File: config.mk
export PLATFORM = sky130hd
export DESIGN_NAME = max_queue
export DESIGN_NICKNAME = d
export VERILOG_FILES = /design/src/design/mq_pkg.sv /design/src/design/mq_cell.sv /design/src/design/max_queue.sv
export SDC_FILE = /design/constraint.sdc
export NUM_CORES = 2
export LEC_CHECK = 0
export BUFFER_PORTS_ARGS = -buffer_cell sky130_fd_sc_hd__buf_2
export CORE_UTILIZATION = 55
export DETAILED_ROUTE_END_ITERATION = 8
export GPL_TIMING_DRIVEN = 1
export PLACE_DENSITY = 0.67
export SYNTH_ARGS = -nofsm -noshare
export SYNTH_HDL_FRONTEND = slang
export SYNTH_SLANG_ARGS = --single-unit
File: constraint.sdc
create_clock -name clk_i -period 12.8 [get_ports clk_i]
set_clock_uncertainty 0.05 [all_clocks]
set_input_delay 2.56 -clock clk_i [delete_from_list [all_inputs] [get_ports clk_i]]
set_output_delay 2.56 -clock clk_i [all_outputs]
set_load 0.01 [all_outputs]
File: src/design/mq_pkg.sv
// Package for the max queue: word types, payload structs, cell control and status codes.
package mq_pkg;

  localparam int unsigned Depth  = 16;
  localparam int unsigned CountW = $clog2(Depth + 1);

  typedef logic signed [31:0] mq_word_t;

  localparam logic ModePush = 1'b0;
  localparam logic ModePop  = 1'b1;

  typedef enum logic [1:0] {
    ST_DONE      = 2'd0,
    ST_FULL      = 2'd1,
    ST_EMPTY_POP = 2'd2
  } mq_status_e;

  typedef struct packed {
    logic     mode;
    mq_word_t value;
  } mq_in_t;

  typedef struct packed {
    mq_word_t   front_value;
    mq_word_t   queue_max;
    logic [4:0] count;
    logic       is_empty;
    mq_status_e status;
  } mq_out_t;

  // Per-cell control: shift towards the front, load a new entry, or raise the maximum.
  typedef struct packed {
    logic shift;
    logic load;
    logic raise;
  } mq_ctrl_t;

endpackage

File: src/design/mq_cell.sv
// One storage cell of the max queue, holding an entry and the maximum of it and all behind it.
module mq_cell (
  input  logic             clk_i,
  input  mq_pkg::mq_ctrl_t ctrl_i,
  input  mq_pkg::mq_word_t push_value_i,
  input  mq_pkg::mq_word_t next_value_i,
  input  mq_pkg::mq_word_t next_max_i,
  output mq_pkg::mq_word_t value_o,
  output mq_pkg::mq_word_t max_o
);

  mq_pkg::mq_word_t value_q, value_d;
  mq_pkg::mq_word_t max_q, max_d;

  always_comb begin
    value_d = value_q;
    max_d   = max_q;
    if (ctrl_i.shift) begin
      value_d = next_value_i;
      max_d   = next_max_i;
    end else if (ctrl_i.load) begin
      value_d = push_value_i;
      max_d   = push_value_i;
    end else if (ctrl_i.raise && (max_q < push_value_i)) begin
      max_d = push_value_i;
    end
  end

  always_ff @(posedge clk_i) begin
    value_q <= value_d;
    max_q   <= max_d;
  end

  assign value_o = value_q;
  assign max_o   = max_q;

endmodule

File: src/design/max_queue.sv
// Top level of the max queue: a row of cells with the front at cell zero, and the handshakes.
// The queue holds up to 16 signed 32-bit words in a row of cells, the front word always in the
// first cell; a pop shifts every cell one place towards the front, a push loads the first free
// cell and raises the running maximum of every occupied cell in the same cycle, and a new word
// is taken in every cycle while results are being taken.
// Each word gives exactly one result, held in an output register until it is accepted; the
// queue maximum is the maximum kept in the front cell.
module max_queue (
  input  logic           clk_i,
  input  logic           rst_ni,
  input  logic           in_valid_i,
  output logic           in_ready_o,
  input  mq_pkg::mq_in_t in_data_i,
  output logic           out_valid_o,
  input  logic           out_ready_i,
  output mq_pkg::mq_out_t out_data_o
);

  logic [mq_pkg::CountW-1:0] count_q, count_d;
  mq_pkg::mq_status_e        status_q, status_d;
  logic                      out_valid_q, out_valid_d;

  logic accept, is_push, full, empty, do_push, do_pop;

  mq_pkg::mq_word_t cell_value [mq_pkg::Depth];
  mq_pkg::mq_word_t cell_max   [mq_pkg::Depth];

  assign in_ready_o = !out_valid_q || out_ready_i;
  assign accept     = in_valid_i && in_ready_o;
  assign is_push    = (in_data_i.mode == mq_pkg::ModePush);
  assign full       = (count_q == mq_pkg::CountW'(mq_pkg::Depth));
  assign empty      = (count_q == '0);
  assign do_push    = accept && is_push && !full;
  assign do_pop     = accept && !is_push && !empty;

  for (genvar i = 0; i < mq_pkg::Depth; i++) begin : g_cell
    mq_pkg::mq_ctrl_t ctrl;
    mq_pkg::mq_word_t next_value, next_max;

    assign ctrl.shift = do_pop;
    assign ctrl.load  = do_push && (count_q == mq_pkg::CountW'(i));
    assign ctrl.raise = do_push && (mq_pkg::CountW'(i) < count_q);

    if (i == mq_pkg::Depth - 1) begin : g_last
      assign next_value = '0;
      assign next_max   = '0;
    end else begin : g_inner
      assign next_value = cell_value[i+1];
      assign next_max   = cell_max[i+1];
    end

    mq_cell u_cell (
      .clk_i        (clk_i),
      .ctrl_i       (ctrl),
      .push_value_i (in_data_i.value),
      .next_value_i (next_value),
      .next_max_i   (next_max),
      .value_o      (cell_value[i]),
      .max_o        (cell_max[i])
    );
  end

  always_comb begin
    count_d     = count_q;
    status_d    = status_q;
    out_valid_d = out_valid_q;
    if (out_ready_i) begin
      out_valid_d = 1'b0;
    end
    if (accept) begin
      out_valid_d = 1'b1;
      status_d    = mq_pkg::ST_DONE;
      if (is_push) begin
        if (full) begin
          status_d = mq_pkg::ST_FULL;
        end else begin
          count_d = count_q + 1'b1;
        end
      end else begin
        if (empty) begin
          status_d = mq_pkg::ST_EMPTY_POP;
        end else begin
          count_d = count_q - 1'b1;
        end
      end
    end
  end

  always_ff @(posedge clk_i or negedge rst_ni) begin
    if (!rst_ni) begin
      count_q     <= '0;
      status_q    <= mq_pkg::ST_DONE;
      out_valid_q <= 1'b0;
    end else begin
      count_q     <= count_d;
      status_q    <= status_d;
      out_valid_q <= out_valid_d;
    end
  end

  assign out_valid_o             = out_valid_q;
  assign out_data_o.front_value  = empty ? '0 : cell_value[0];
  assign out_data_o.queue_max    = empty ? '0 : cell_max[0];
  assign out_data_o.count        = 5'(count_q);
  assign out_data_o.is_empty     = empty;
  assign out_data_o.status       = status_q;

`ifndef SYNTH
  a_count_bound: assert property (@(posedge clk_i) disable iff (!rst_ni)
    count_q <= mq_pkg::CountW'(mq_pkg::Depth))
    else $error("Entry count exceeds the queue depth.");

  a_full_refused: assert property (@(posedge clk_i) disable iff (!rst_ni)
    (accept && is_push && full) |=>
      (status_q == mq_pkg::ST_FULL) && $stable(count_q) && out_valid_q)
    else $error("A push to a full queue was not refused.");

  a_pop_count: assert property (@(posedge clk_i) disable iff (!rst_ni)
    do_pop |=> (count_q == $past(count_q) - 1'b1) && (status_q == mq_pkg::ST_DONE))
    else $error("A pop did not remove exactly one entry.");

  a_front_max: assert property (@(posedge clk_i) disable iff (!rst_ni)
    (out_valid_q && !empty) |-> (cell_max[0] >= cell_value[0]))
    else $error("The queue maximum is below the front word.");
`endif

endmodule
==> qor.csv <==
metric,value,unit
syn2layout_area_growth,10.3,%
hold-path-cell-count,2,
relSlewSlack,0.122,
regArea,30300,um2
regToRegStartpoint,count_q[1],
post_cts_buffers,0,
min_period,6020,ps
synth_cell_type_count,67,
worst_slack,6780,ps
clk_latency,690,ps
dp_hpwl,78400,um
rows,111,
yosysWarnings,0,
synth-async-reset-ratio,0.00775,
synth.net_count,4460,
worstPathRequired,10190,ps
die_h,308,um
layout-drive-gt1-share,0.0961,
start_kind,flop,
tns,0,ps
cts_made_buffers,108,
cts_max_path_buffers,3,
synth_seq_cells,1032,
antenna_left,0,
grt_usage,0.250,
htree_levels,3,
cp_cell_sequence,"inv_1, ha_1, nand2_2, and2_1, buf_2",
syn_inst,3922,
min_from,g_cell[15].u_cell.value_o[6],
fin_util,0.616,
via_per_inst,5.99,
dr.pass1.iters,5,
numPortBuffers,110,
fmax,0.166,GHz
hold_ws,403,ps
drt_iter0_drc,2424,
status,"complete, no violations",
slowest_stage,nand2_2,
yosys.area.top_type_share,0.561,
crit_type,flop to output pin,
max_stage_delay,630,ps
cts_resized,0,
netlist_area,51400,um2
fillerInstances,7148,
regToRegSetupSlack,7450,ps
start_util,0.559,
rsz0062_at_grt,no,
post-route-period-util,0.471,
avgSynthCellArea,13.1,um2
cts_tree,yes,
yosys.area.top_type,edfxtp_1,
core,92100,um2
yosysSeqAreaShare,0.589,
dieArea,94700,um2
grt_pass1_vias,32200,
reg2reg_to,g_cell[4].u_cell.max_o[6],
cts_sinks,1032,
ioPinCount,111,
min_to,g_cell[15].u_cell.value_o[6],
globalplace.congestion,0.842,
die_w,308,um
final_area,56700,um2
final_cell_mix,"1049 x a21o_1, 960 x edfxtp_1, 501 x ha_1, 206 x nand2_1, 142 x a21oi_1",
hold_buffers,0,
vias,32000,
power_leakage,25.8,nW
crit_start,count_q[1],
multiInputGateArea,20100,um2
max_cap_violations,0,
power.density,156,nW/um2
finalSetupViolCount,0,
cts_root_buffer,clkbuf_16,
tightest_slew,1280,ps
worstSetupEndpointType,output pin,
crit_fanout,68,
worstRegToRegCells,10,
hold_viol,0,
preCtsSetupSlack,6260,ps
min_path_type,flop to flop,
worstPathArrival,3410,ps
final_net_count,4535,
slew_violations,0,
grt_max_degree,224,
synthFlopType,edfxtp_1,
synth-edff-count,960,
final_common_cell,a21o_1,
grt_antenna_before_repair,2,
drt-total-wl,117000,um
ir_drop,0.145,mV
placed_area,53500,um2
grt_pass1_wl,184000,um
clkTransAtPathRegs,60,ps
drc,0,
synth_area_leaders,"edfxtp_1 56%, a21o_1 15%, ha_1 12%",
overflow,0,
detail_route.wl_per_cell,22.0,um
cells in the mapped netlist (36+ instances only):
cell type  instances
a21oi_1          143
nand2_1          207
nand4_1           62
ha_1             501
nand3_1           36
edfxtp_1         960
nor2_1            99
clkbuf_1         148
o21ai_0          142
buf_2             82
inv_1             50
a21o_1          1049
dfxtp_1           64
and2_1            66
worst max-delay path: cells and delay by family, from the launching register on:
| family | cells | cell delay [ps] |
|---|---|---|
| buffers and inverters | 2 | 540 |
| adder cells (fa/ha/maj) | 1 | 420 |
| flip-flops | 1 | 550 |
| AND/OR/NAND/NOR | 2 | 1130 |
power by group:
part / internal (mW) / switching [mW] / leakage, nW / total (mW)
logic: 0.585 / 0.953 / 14.6 / 1.54
clock network: 1.61 / 1.28 / 1.56 / 2.90
registers: 4.19 / 0.209 / 9.58 / 4.40
total: 6.38 / 2.45 / 25.8 / 8.83
metal layers:
layer  global-route usage  wire (um)  vias to the layer above
met5                    0          0                        -
met3               0.0311       5960                      171
met4               0.0694       3050                        0
met2                0.383      51300                      849
met1                0.376      57000                    15700
li1                     -          -                    15200
area by class of cell:
type / instances / area share
flip-flops and latches: 1032 / 0.534
clock inverters: 47 / 0.00531
multi-input cells: 2601 / 0.355
repair buffers: 204 / 0.0228
diodes: 2 / 0.0000882
inverters: 50 / 0.00331
clock buffers: 154 / 0.0518
well taps: 1243 / 0.0274
stage by stage:
step,cells,total power [mW]
global route,5331,9.23
global placement,5130,5.94
detailed placement,5130,5.99
finish,5333,8.83
floorplan,3922,5.46
CTS,5331,8.89
how the worst max path moves through the flow:
stage          cells past startpoint  slack [ps]                   endpoint
3_5_place_dp                       9        6260  g_cell[3].u_cell.max_o[0]
4_1_cts                            5        6700             out_data_o[41]
6_report                           5        6780             out_data_o[41]
3_3_place_gp                       9        6290  g_cell[3].u_cell.max_o[0]
5_1_grt                            5        6560             out_data_o[41]
2_1_floorplan                      8        5540  g_cell[3].u_cell.max_o[0]
registers in the layout (all words and copies together), names as in the netlist:
register,flops
g_cell.u_cell.max_o,512
g_cell.u_cell.value_o,512
count_q,5
status_q,2
out_valid_o,1
logic make-up (layout without fill, tap and decap cells):
family,Yosys count,after routing,synth area share
compound gates,1491,1491,0.205
flops,1032,1032,0.589
simple gates,595,595,0.0573
fa+ha+maj,501,501,0.122
buf+inv,289,455,0.0240
xor+xnor,9,9,0.00153
mux,5,5,0.00107
other cells,0,2,0
No activity file was read; power rests on OpenSTA's default activity.
